===== config.mk =====
export PLATFORM = sky130hd
export DESIGN_NAME = bitmap_run_allocator_top
export DESIGN_NICKNAME = d
export VERILOG_FILES = /design/src/rtl/bra_pkg.sv /design/src/rtl/bra_map_ram.sv /design/src/rtl/bra_run_step.sv /design/src/rtl/bitmap_run_allocator_top.sv
export SDC_FILE = /design/constraint.sdc
export NUM_CORES = 2
export LEC_CHECK = 0
export BUFFER_PORTS_ARGS = -buffer_cell sky130_fd_sc_hd__clkbuf_2
export CORE_ASPECT_RATIO = 1.75
export CORE_UTILIZATION = 68
export DETAILED_ROUTE_END_ITERATION = 12
export MAX_ROUTING_LAYER = met4
export PLACE_DENSITY = 0.85
export SYNTH_ARGS = -nofsm -noshare
export SYNTH_HDL_FRONTEND = slang
export SYNTH_SLANG_ARGS = --single-unit

===== constraint.sdc =====
create_clock -name clk -period 19.1 [get_ports clk]
set_input_delay 0.955 -clock clk [delete_from_list [all_inputs] [get_ports clk]]
set_output_delay 0.955 -clock clk [all_outputs]
set_load 0.05 [all_outputs]

===== src/rtl/bra_pkg.sv =====
// Shared types and constants for the bitmap run allocator.
`default_nettype none
package bra_pkg;

    localparam int BYTE_BITS      = 8;
    localparam int RUN_W          = 11;
    localparam int MAX_ADDR_BYTES = 128;
    localparam logic [7:0] CFG_RESET = 8'd128;

    localparam logic [1:0] FN_CLEAR = 2'd0;
    localparam logic [1:0] FN_SCAN  = 2'd1;
    localparam logic [1:0] FN_TEST  = 2'd2;
    localparam logic [1:0] FN_SET   = 2'd3;

    typedef struct packed {
        logic [1:0]  func;
        logic [10:0] run_length;
        logic [9:0]  bit_index;
        logic        bit_value;
    } req_t;

    typedef struct packed {
        logic       found;
        logic [9:0] run_start;
        logic       bit_state;
    } rsp_t;

    typedef struct packed {
        logic             hit;
        logic [2:0]       pos;
        logic [RUN_W-1:0] run_next;
    } step_t;

    typedef enum logic [2:0] {
        ST_INIT,
        ST_IDLE,
        ST_CLEAR,
        ST_SCAN,
        ST_BIT_RD,
        ST_BIT_WAIT,
        ST_DONE
    } state_t;

endpackage
`default_nettype wire


===== src/rtl/bra_map_ram.sv =====
// Bitmap byte store: one write port, one registered read port.
`default_nettype none
module bra_map_ram #(
    parameter int DEPTH = 128,
    parameter int AW    = 7
) (
    input  wire logic           clk,
    input  wire logic           we,
    input  wire logic [AW-1:0]  waddr,
    input  wire logic [7:0]     wdata,
    input  wire logic           re,
    input  wire logic [AW-1:0]  raddr,
    output logic      [7:0]     rdata
);

    logic [7:0] mem [DEPTH];

    always_ff @(posedge clk)
    begin
        if (we)
        begin
            mem[waddr] <= wdata;
        end
    end

    always_ff @(posedge clk)
    begin
        if (re)
        begin
            rdata <= mem[raddr];
        end
    end

endmodule
`default_nettype wire


===== src/rtl/bra_run_step.sv =====
// Run counter unit: advances the free-bit run over one map byte.
`default_nettype none
module bra_run_step (
    input  wire logic [7:0]                 data,
    input  wire logic [bra_pkg::RUN_W-1:0]  run_in,
    input  wire logic [bra_pkg::RUN_W-1:0]  len,
    output bra_pkg::step_t                  step
);

    logic [bra_pkg::RUN_W-1:0] cur;
    logic                      hit;
    logic [2:0]                pos;

    always_comb
    begin
        cur = run_in;
        hit = 1'b0;
        pos = '0;
        for (int j = 0; j < bra_pkg::BYTE_BITS; j++)
        begin
            cur = data[j] ? '0 : cur + 1'b1;
            if (!hit && cur == len)
            begin
                hit = 1'b1;
                pos = 3'(j);
            end
        end
        step.hit      = hit;
        step.pos      = pos;
        step.run_next = cur;
    end

endmodule
`default_nettype wire


===== src/rtl/bitmap_run_allocator_top.sv =====
// Bitmap run allocator: sequencer, config register and result register.
// Clear: zeroes every byte of the store, DEPTH = min(MAP_BYTES, 128).
// Scan: one map byte per cycle through the run unit, over the bytes in use.
// Test and set: a read on the single RAM read port; set then writes the byte back (read-modify-write).
// One request at a time; the result register frees the input once loaded.
// After reset the store is zeroed by a sweep over all DEPTH bytes; requests stall meanwhile.
`default_nettype none
module bitmap_run_allocator_top #(
    parameter int MAP_BYTES = 128
) (
    input  wire logic          clk,
    input  wire logic          rst_n,
    input  wire logic          req_valid,
    output logic               req_stall,
    input  wire bra_pkg::req_t req,
    output logic               rsp_valid,
    input  wire logic          rsp_stall,
    output bra_pkg::rsp_t      rsp,
    input  wire logic          cfg_valid,
    output logic               cfg_ready,
    input  wire logic [7:0]    cfg_data
);

    localparam int DEPTH = (MAP_BYTES < bra_pkg::MAX_ADDR_BYTES) ?
                           MAP_BYTES : bra_pkg::MAX_ADDR_BYTES;
    localparam int AW    = (DEPTH > 1) ? $clog2(DEPTH) : 1;
    localparam int CW    = $clog2(DEPTH + 1);

    bra_pkg::state_t           state_reg, state_next;
    bra_pkg::req_t             req_reg, req_next;
    bra_pkg::rsp_t             res_reg, res_next;
    bra_pkg::rsp_t             rsp_reg, rsp_next;
    logic                      rsp_valid_reg, rsp_valid_next;
    logic [7:0]                bytes_reg;
    logic [CW-1:0]             ptr_reg, ptr_next;
    logic [CW-1:0]             proc_reg, proc_next;
    logic                      dvld_reg, dvld_next;
    logic [bra_pkg::RUN_W-1:0] run_reg, run_next;

    logic                      mem_we, mem_re;
    logic [AW-1:0]             mem_waddr, mem_raddr;
    logic [7:0]                mem_wdata, mem_rdata;
    bra_pkg::step_t            step;

    logic [CW-1:0]             nbytes;
    logic                      clr_last, proc_last, in_range, out_free;
    logic [bra_pkg::RUN_W-1:0] start_full;

    assign nbytes    = (bytes_reg < 8'(DEPTH)) ? CW'(bytes_reg) : CW'(DEPTH);
    assign clr_last  = (ptr_reg == CW'(DEPTH - 1));
    assign proc_last = (proc_reg == CW'(nbytes - 1'b1));
    assign in_range  = (8'(req_reg.bit_index[9:3]) < 8'(nbytes));
    assign out_free  = !rsp_valid_reg || !rsp_stall;
    assign start_full = bra_pkg::RUN_W'({proc_reg[AW-1:0], step.pos}) + 1'b1
                        - req_reg.run_length;

    assign req_stall = (state_reg != bra_pkg::ST_IDLE);
    assign rsp_valid = rsp_valid_reg;
    assign rsp       = rsp_reg;
    assign cfg_ready = 1'b1;

    bra_map_ram #(
        .DEPTH (DEPTH),
        .AW    (AW)
    ) u_ram (
        .clk   (clk),
        .we    (mem_we),
        .waddr (mem_waddr),
        .wdata (mem_wdata),
        .re    (mem_re),
        .raddr (mem_raddr),
        .rdata (mem_rdata)
    );

    bra_run_step u_step (
        .data   (mem_rdata),
        .run_in (run_reg),
        .len    (req_reg.run_length),
        .step   (step)
    );

    always_comb
    begin
        state_next = state_reg;
        case (state_reg)
            bra_pkg::ST_INIT:
            begin
                if (clr_last)
                begin
                    state_next = bra_pkg::ST_IDLE;
                end
            end
            bra_pkg::ST_IDLE:
            begin
                if (req_valid)
                begin
                    case (req.func)
                        bra_pkg::FN_CLEAR: state_next = bra_pkg::ST_CLEAR;
                        bra_pkg::FN_SCAN:
                        begin
                            if (req.run_length == '0 || nbytes == '0)
                            begin
                                state_next = bra_pkg::ST_DONE;
                            end
                            else
                            begin
                                state_next = bra_pkg::ST_SCAN;
                            end
                        end
                        default: state_next = bra_pkg::ST_BIT_RD;
                    endcase
                end
            end
            bra_pkg::ST_CLEAR:
            begin
                if (clr_last)
                begin
                    state_next = bra_pkg::ST_DONE;
                end
            end
            bra_pkg::ST_SCAN:
            begin
                if (dvld_reg && (step.hit || proc_last))
                begin
                    state_next = bra_pkg::ST_DONE;
                end
            end
            bra_pkg::ST_BIT_RD:
            begin
                state_next = in_range ? bra_pkg::ST_BIT_WAIT : bra_pkg::ST_DONE;
            end
            bra_pkg::ST_BIT_WAIT: state_next = bra_pkg::ST_DONE;
            bra_pkg::ST_DONE:
            begin
                if (out_free)
                begin
                    state_next = bra_pkg::ST_IDLE;
                end
            end
            default: state_next = bra_pkg::ST_IDLE;
        endcase
    end

    always_comb
    begin
        req_next       = req_reg;
        res_next       = res_reg;
        ptr_next       = ptr_reg;
        proc_next      = proc_reg;
        dvld_next      = 1'b0;
        run_next       = run_reg;
        rsp_next       = rsp_reg;
        rsp_valid_next = rsp_valid_reg && rsp_stall;
        mem_we         = 1'b0;
        mem_waddr      = ptr_reg[AW-1:0];
        mem_wdata      = '0;
        mem_re         = 1'b0;
        mem_raddr      = ptr_reg[AW-1:0];
        case (state_reg)
            bra_pkg::ST_INIT, bra_pkg::ST_CLEAR:
            begin
                mem_we   = 1'b1;
                ptr_next = ptr_reg + 1'b1;
            end
            bra_pkg::ST_IDLE:
            begin
                if (req_valid)
                begin
                    req_next  = req;
                    res_next  = '0;
                    ptr_next  = '0;
                    proc_next = '0;
                    run_next  = '0;
                end
            end
            bra_pkg::ST_SCAN:
            begin
                mem_re    = (ptr_reg < nbytes);
                dvld_next = mem_re;
                if (mem_re)
                begin
                    ptr_next = ptr_reg + 1'b1;
                end
                if (dvld_reg)
                begin
                    run_next  = step.run_next;
                    proc_next = proc_reg + 1'b1;
                    if (step.hit)
                    begin
                        res_next.found     = 1'b1;
                        res_next.run_start = start_full[9:0];
                    end
                end
            end
            bra_pkg::ST_BIT_RD:
            begin
                mem_re    = in_range;
                mem_raddr = req_reg.bit_index[3 +: AW];
            end
            bra_pkg::ST_BIT_WAIT:
            begin
                if (req_reg.func == bra_pkg::FN_TEST)
                begin
                    res_next.bit_state = mem_rdata[req_reg.bit_index[2:0]];
                end
                else
                begin
                    mem_we    = 1'b1;
                    mem_waddr = req_reg.bit_index[3 +: AW];
                    mem_wdata = mem_rdata;
                    mem_wdata[req_reg.bit_index[2:0]] = req_reg.bit_value;
                end
            end
            bra_pkg::ST_DONE:
            begin
                if (out_free)
                begin
                    rsp_next       = res_reg;
                    rsp_valid_next = 1'b1;
                end
            end
            default:
            begin
                ptr_next = '0;
            end
        endcase
    end

    always_ff @(posedge clk or negedge rst_n)
    begin
        if (!rst_n)
        begin
            state_reg     <= bra_pkg::ST_INIT;
            rsp_valid_reg <= 1'b0;
            bytes_reg     <= bra_pkg::CFG_RESET;
            ptr_reg       <= '0;
            dvld_reg      <= 1'b0;
        end
        else
        begin
            state_reg     <= state_next;
            rsp_valid_reg <= rsp_valid_next;
            ptr_reg       <= ptr_next;
            dvld_reg      <= dvld_next;
            if (cfg_valid && cfg_ready)
            begin
                bytes_reg <= cfg_data;
            end
        end
    end

    always_ff @(posedge clk)
    begin
        req_reg  <= req_next;
        res_reg  <= res_next;
        rsp_reg  <= rsp_next;
        proc_reg <= proc_next;
        run_reg  <= run_next;
    end

endmodule
`default_nettype wire


## Yosys cells after proc, flatten, opt, wreduce, memory -nomap -nowiden

Memories as Yosys holds them, arrays and structs flattened. A register that Yosys moved wholly into a read port is not among the register bits.
Index checks and enable logic that the tools add are counted.

| operators by class | value |
|---|---|
| add/subtract/negate cells | 13 |
| $mul | 0 |
| divide/modulo/power cells | 0 |
| order comparisons | 5 |
| equality and inequality tests | 28 |
| shift-type cells | 0 |
| mux-type cells | 65 |
| bitwise gates (word level) | 1 |
| reduce and logical (&&, ||, !) cells | 37 |

Operator list:

| cell | count |
|---|---|
| 11-bit 2-to-1 mux | 12 |
| 11-bit by 1-bit adder with 11-bit output, second input constant | 8 |
| 11-bit equality test | 8 |
| 8-bit 2-to-1 mux | 6 |
| 11-bit one-hot mux with 2 select lines | 2 |
| 8-bit one-hot mux with 4 select lines | 1 |
| 3-bit 2-to-1 mux | 10 |
| 7-bit 2-to-1 mux | 3 |
| 3-bit one-hot mux with 7 select lines | 1 |
| 1-bit 2-to-1 mux | 18 |
| 8-bit by 1-bit adder with 8-bit output, second input constant | 2 |
| 2-bit inequality test, second input constant | 8 |
| 8-bit one-hot mux with 2 select lines | 1 |
| 12-bit 2-to-1 mux | 1 |
| 11-bit logical NOT | 1 |
| 10-bit by 1-bit adder with 10-bit output, second input constant | 1 |
| 1-bit logical AND | 10 |
| 10-bit subtractor | 1 |
| 3-bit equality test, second input constant | 3 |
| 1-bit logical NOT | 9 |
| 3-bit AND reduction | 3 |
| 8-bit bitwise mux | 1 |
| 8-bit by 7-bit equality test with 1-bit output, second input constant | 1 |
| 8-bit equality test | 1 |
| other kinds (28) | 37 |

| word-level totals | value |
|---|---|
| register bits after elaboration | 88 |
| bits in latches | 0 |
| RAM bits | 1024 |
| memory bits (read-only) | 0 |
| output and inout port bits | 15 |
| word-level logic and storage cells | 167 |
| memories kept | 1 |

Memories:

| name | words | bits a word | read ports | clocked after Yosys merged registers in | wr ports | line | source |
|---|---|---|---|---|---|---|---|
| u_ram.mem | 128 | 8 | 1 | 1 | 1 | bra_map_ram.sv:16 | `logic [7:0] mem [DEPTH];` |

## Longest topological paths before layout

| logic depth | value |
|---|---|
| word-level depth | 30 |
| depth in mapped cells | 45 |
| depth with buffers taken out | 42 |

## Cells and area by module

A second synthesis with hierarchy kept.

| second synthesis, totals | value |
|---|---|
| cell total of the unflattened synthesis | 2788 |
| area, all modules | 49637.6 sq um |

By module, submodules not included:

| module | times used | cells an instance | area an instance (sq um) | sequential area each (sq um) |
|---|---|---|---|---|
| bra_map_ram | 1 | 1635 | 39745.6 | 30989.7 |
| bra_run_step | 1 | 708 | 4964.8 | 0.0 |
| bitmap_run_allocator_top | 1 | 445 | 4927.2 | 2538.7 |

## Worst setup path after synthesis

Ideal clock, no wire load.

| timing | value |
|---|---|
| path type | register to register |
| start point | register u_ram.rdata[0] (read register of u_ram.mem) |
| end point | register res_reg[10] (netlist bit) (data pin) |
| library setup time | 0.260 ns |
| arrival | 8.093 ns |
| required time | 18.840 ns |
| slack | 10.748 ns |
| cell stages (with the launch flop) | 46 |
| path buffers | 4 |
| period minus slack after synthesis | 8.352 ns |
| path through | edfxtp_1 -> buf_2 -> buf_2 -> buf_1 -> nor2b_1 -> ha_1 -> nand2b_1 -> inv_1 -> ha_1 -> inv_1 -> nor2_1 -> ha_1 -> nor2b_1 -> ha_1 -> clkbuf_1 -> nand2_1 -> mux2_2 -> nor4_1 -> [... 10 more ...] -> a2111o_1 -> a31oi_2 -> o21ba_1 -> o21bai_1 -> ha_1 -> inv_1 -> ha_1 -> inv_1 -> fa_1 -> nor2b_1 -> o21ai_0 -> nand2b_1 -> a21oi_1 -> o21bai_1 -> a21o_1 -> a21oi_1 -> xnor2_1 -> nor2_1 |

| on the way | value |
|---|---|
| longest elaborated chain between the ends | 29 |
| elaborated cells between the ends (all ways) | 56 |

RTL lines:

| what | line | source |
|---|---|---|
| start, declared | bra_map_ram.sv:13 | `output logic [7:0] rdata` |
| 11-bit 2-to-1 mux (*) | bra_run_step.sv:21 | `cur = data[j] ? '0 : cur + 1'b1;` |
| branches (longest 22 deep; another with 11-bit by 1-bit adder with 11-bit output) | -- |  |
| 3-bit 2-to-1 mux (*) | bra_run_step.sv:22 | `if (!hit && cur == len)` |
| 10-bit by 1-bit adder with 10-bit output (*) | bitmap_run_allocator_top.sv:54 | `assign start_full = bra_pkg::RUN_W'({proc_reg[AW-1:0], step.pos}) + 1'b1` |
| 10-bit subtractor (*) | bitmap_run_allocator_top.sv:55 | `- req_reg.run_length;` |
| 11-bit 2-to-1 mux (*) | bitmap_run_allocator_top.sv:188 | `if (step.hit)` |
| 11-bit 2-to-1 mux (*) | bitmap_run_allocator_top.sv:184 | `if (dvld_reg)` |
| 11-bit one-hot mux with 2 select lines (*) | bitmap_run_allocator_top.sv:159 | `case (state_reg)` |
| end signal, assigned | bitmap_run_allocator_top.sv:255 | `res_reg <= res_next;` |
| end, declared | bitmap_run_allocator_top.sv:31 | `bra_pkg::rsp_t res_reg, res_next;` |

Mark *: on every way between the ends. The select of a mux whose other input is x is not followed.
A chain may end at the register's enable or synchronous reset.

## Final worst setup path

| timing | value |
|---|---|
| start point | register run_reg[0] (netlist bit) |
| end point | register res_reg[10] (netlist bit) (data pin) |

| on the way | value |
|---|---|
| longest elaborated chain between the ends | 30 |
| elaborated cells between the ends (all ways) | 57 |

RTL lines:

| what | line | source |
|---|---|---|
| start, declared | bitmap_run_allocator_top.sv:38 | `logic [bra_pkg::RUN_W-1:0] run_reg, run_next;` |
| start signal, assigned | bitmap_run_allocator_top.sv:258 | `run_reg <= run_next;` |
| 11-bit by 1-bit adder with 11-bit output (*) | bra_run_step.sv:21 |  |
| 11-bit 2-to-1 mux (*) | bra_run_step.sv:21 |  |
| branches (longest 22 deep; another with 11-bit by 1-bit adder with 11-bit output) | -- |  |
| 3-bit 2-to-1 mux (*) | bra_run_step.sv:22 |  |
| 10-bit by 1-bit adder with 10-bit output (*) | bitmap_run_allocator_top.sv:54 |  |
| 10-bit subtractor (*) | bitmap_run_allocator_top.sv:55 |  |
| 11-bit 2-to-1 mux (*) | bitmap_run_allocator_top.sv:188 |  |
| 11-bit 2-to-1 mux (*) | bitmap_run_allocator_top.sv:184 |  |
| 11-bit one-hot mux with 2 select lines (*) | bitmap_run_allocator_top.sv:159 |  |

Marked as above.

==> flow_metrics.env <==
export IMPL_rsz0062_at_grt="false"
export IMPL_syn_num_nets=3135
export IMPL_cts_setup_buffers=0
export IMPL_crit_slowest_cell="a311oi_1"
export IMPL_worst_pin_slew_ps=1410
export IMPL_clock_path_buffers=3
export IMPL_cp_top_family="compound AO/OA/AOI/OAI gates"
export IMPL_antenna_found_initial=0
export IMPL_gp_congestion=0.953
export IMPL_ys_ff_latch=1120
export IMPL_setup_viol=0
export IMPL_start_kind="flip-flop"
export IMPL_outcome="finished, final reports clean"
export IMPL_wl_per_cell_um=33.1
export IMPL_reg2regPathDepth=37
export IMPL_dieWidth_um=206
export IMPL_utilization_pct=75.1
export IMPL_rrSetupSlack_ps=9530
export IMPL_p_per_area_nw_per_um2=86.3
export IMPL_fin_skew_ps=46.3
export IMPL_synth_avg_cell_area_um2=16.2
export IMPL_drv_slew=0
export IMPL_final_cell_mix="edfxtp_1, mux4_2, nor2_1"
export IMPL_largest_register_ffs=1024
export IMPL_regArea_um2=33500
export IMPL_setup_tns_ps=0
export IMPL_synth_async_reset_ratio_pct=1.88
export IMPL_drt_total_wl_mm=135
export IMPL_min_period_ps=9570
export IMPL_p_leak_nw=14.5
export IMPL_vias=30129
export IMPL_syn_area_um2=49600
export IMPL_cts_resized=0
export IMPL_worstSetupPathType="reg -> reg"
export IMPL_port_buffers=50
export IMPL_core_area_um2=71900
export IMPL_vdd_drop_max_v=0.0000795
export IMPL_seq_area_frac_synth_pct=67.7
export IMPL_grt_max_degree=146
export IMPL_nets=3154
export IMPL_r2r_end="res_reg[10]$_SDFFCE_PN0P_"
export IMPL_max_slew_margin_pct=5.80
export IMPL_final_common_cell="edfxtp_1"
export IMPL_finalCritPeriodShare_pct=50.1
export IMPL_drtPass1Iterations=9
export IMPL_cts_buffers_inserted=94
export IMPL_r2r_start="run_reg[0]$_SDFFCE_PN0P_"
export IMPL_n_antenna_cell=0
export IMPL_grt_usage_pct=38.6
export IMPL_yosys_warnings=0
export IMPL_layout_drive_gt1_share_pct=19.0
export IMPL_min_path_type="in -> async"
export IMPL_htree_levels=3
export IMPL_drt_iter0_markers=3851
export IMPL_max_freq_ghz=0.104
export IMPL_critPathRequiredTime_ps=19550
export IMPL_synth_edff_count=1099
export IMPL_grt_pass1_wl_mm=199
export IMPL_cts_clk_slew_worst_paths_ps=70
export IMPL_multiInputGateArea_um2=15400
export IMPL_cp_startpoint="run_reg[0]$_SDFFCE_PN0P_"
export IMPL_synth_distinct_cells=105
export IMPL_die_area_um2=74000
export IMPL_crit_top_cell="ha_1"
export IMPL_maxCapViolations=0
export IMPL_avgViaCountPerCell=7.39
export IMPL_cts_root_buf="clkbuf_16"
export IMPL_first_global_vias=30548
export IMPL_die_height_um=359
export IMPL_n_fill_cell=3841
export IMPL_drcViolationCount=0
export IMPL_clk_latency_ps=720
export IMPL_whs_ps=213
export IMPL_ant_nets=0
export IMPL_io_pins=52
export IMPL_gr_total_overflow=0
export IMPL_cp_arrival_ps=10020
export IMPL_endpoint_kind="flip-flop"
export IMPL_rows=130
export IMPL_ys_flop_type="edfxtp_1"
export IMPL_path_buf_inv=3
export IMPL_syn_inst=3055
export IMPL_syn2layout_area_growth_pct=8.93
export IMPL_hold_viol=0
export IMPL_place_hpwl_mm=79.0
export IMPL_crit_path_max_incr_delay_ps=670
export IMPL_clock_sinks=1120
export IMPL_ctsHoldBuffers=0
export IMPL_crit_fanout=11
export IMPL_cts_tree="yes"
export IMPL_initial_utilization_pct=68.9
==> synthesized netlist by cell type (6+ instances only) <==
cell type | number | share of area (%)
buf_1 | 41 | 0.31
o31ai_1 | 8 | 0.12
and2_1 | 72 | 0.91
nand4_1 | 24 | 0.30
mux2i_1 | 34 | 0.69
nor3b_1 | 8 | 0.12
nor4_1 | 25 | 0.32
a211oi_1 | 93 | 1.4
nor2_1 | 247 | 1.9
nand2b_1 | 32 | 0.40
ha_1 | 42 | 1.1
o21bai_1 | 7 | 0.11
clkbuf_1 | 127 | 0.96
o21ai_0 | 36 | 0.36
clkinv_1 | 7 | 0.053
nor2b_1 | 25 | 0.32
o21a_1 | 9 | 0.14
and3_1 | 13 | 0.16
a21o_1 | 18 | 0.27
nand3b_1 | 14 | 0.21
xnor2_1 | 103 | 1.8
a31oi_1 | 48 | 0.61
edfxtp_1 | 1099 | 67
dfrtp_1 | 20 | 1.0
or3_1 | 10 | 0.13
mux2_2 | 18 | 0.41
mux4_2 | 256 | 12
or2_2 | 12 | 0.15
inv_1 | 27 | 0.20
a311oi_1 | 34 | 0.60
a21oi_1 | 67 | 0.68
xor2_1 | 34 | 0.60
nand2_1 | 219 | 1.7
nand3_1 | 39 | 0.39
buf_2 | 6 | 0.061
nor3_1 | 34 | 0.34
==> area by class of cell <==
| class | count | share of cell area (%) |
|---|---|---|
| Multi-Input combinational cell | 1722 | 28.5 |
| Clock buffer | 103 | 4.46 |
| Inverter | 36 | 0.250 |
| Timing Repair Buffer | 100 | 1.24 |
| Clock inverter | 72 | 1.34 |
| Sequential cell | 1120 | 62.1 |
| Tap cell | 924 | 2.14 |
==> power breakdown <==
group	total, mW	leakage (nW)	switching [mW]	internal [mW]
Sequential	2.66	7.99	0.00199	2.66
Combinational	0.0259	4.97	0.0147	0.0112
Clock	1.98	1.50	0.926	1.05
==> layer usage <==
layer / global-route usage, % / up-vias / wire length [um]
met1: 43.4 / 14927 / 42500
met5: - / - / 0
li1: - / 12114 / -
met2: 61.8 / 2474 / 67900
met4: 27.1 / 0 / 11800
met3: 7.28 / 614 / 12900
==> stage by stage <==
step	power [mW]	setup WS, ps	instance area [um^2]	instances
after floorplan	2.73	10750	49600	3055
after global placement	2.74	9770	50800	3901
after detailed placement	2.74	9650	50800	3901
after CTS	4.66	9640	54000	4076
after global routing	4.75	8780	54000	4077
final	4.66	9530	54000	4077
==> worst max path at each step <==
stage	endpoint	slack (ps)	cells past startpoint
finish	res_reg[10]$_SDFFCE_PN0P_	9530	37
global route	res_reg[10]$_SDFFCE_PN0P_	8780	42
CTS	res_reg[10]$_SDFFCE_PN0P_	9640	38
detailed placement	res_reg[10]$_SDFFCE_PN0P_	9650	38
global placement	res_reg[10]$_SDFFCE_PN0P_	9770	38
floorplan	res_reg[10]$_SDFFCE_PN0P_	10750	45
==> logic make-up (layout without fill, tap and decap cells) <==
| group | Yosys count | after routing | synth area share (%) |
|---|---|---|---|
| multiplexers | 312 | 312 | 12.9 |
| flip-flops | 1120 | 1120 | 67.7 |
| AO/OA/AOI/OAI | 406 | 406 | 5.93 |
| buffers and inverters | 213 | 311 | 1.65 |
| adder cells (fa/ha/maj) | 43 | 43 | 1.10 |
| other | 1 | 1 | 0.00757 |
| AND/OR/NAND/NOR | 816 | 816 | 8.12 |
| XOR/XNOR | 144 | 144 | 2.69 |
No activity file was read; power rests on OpenSTA's default activity.
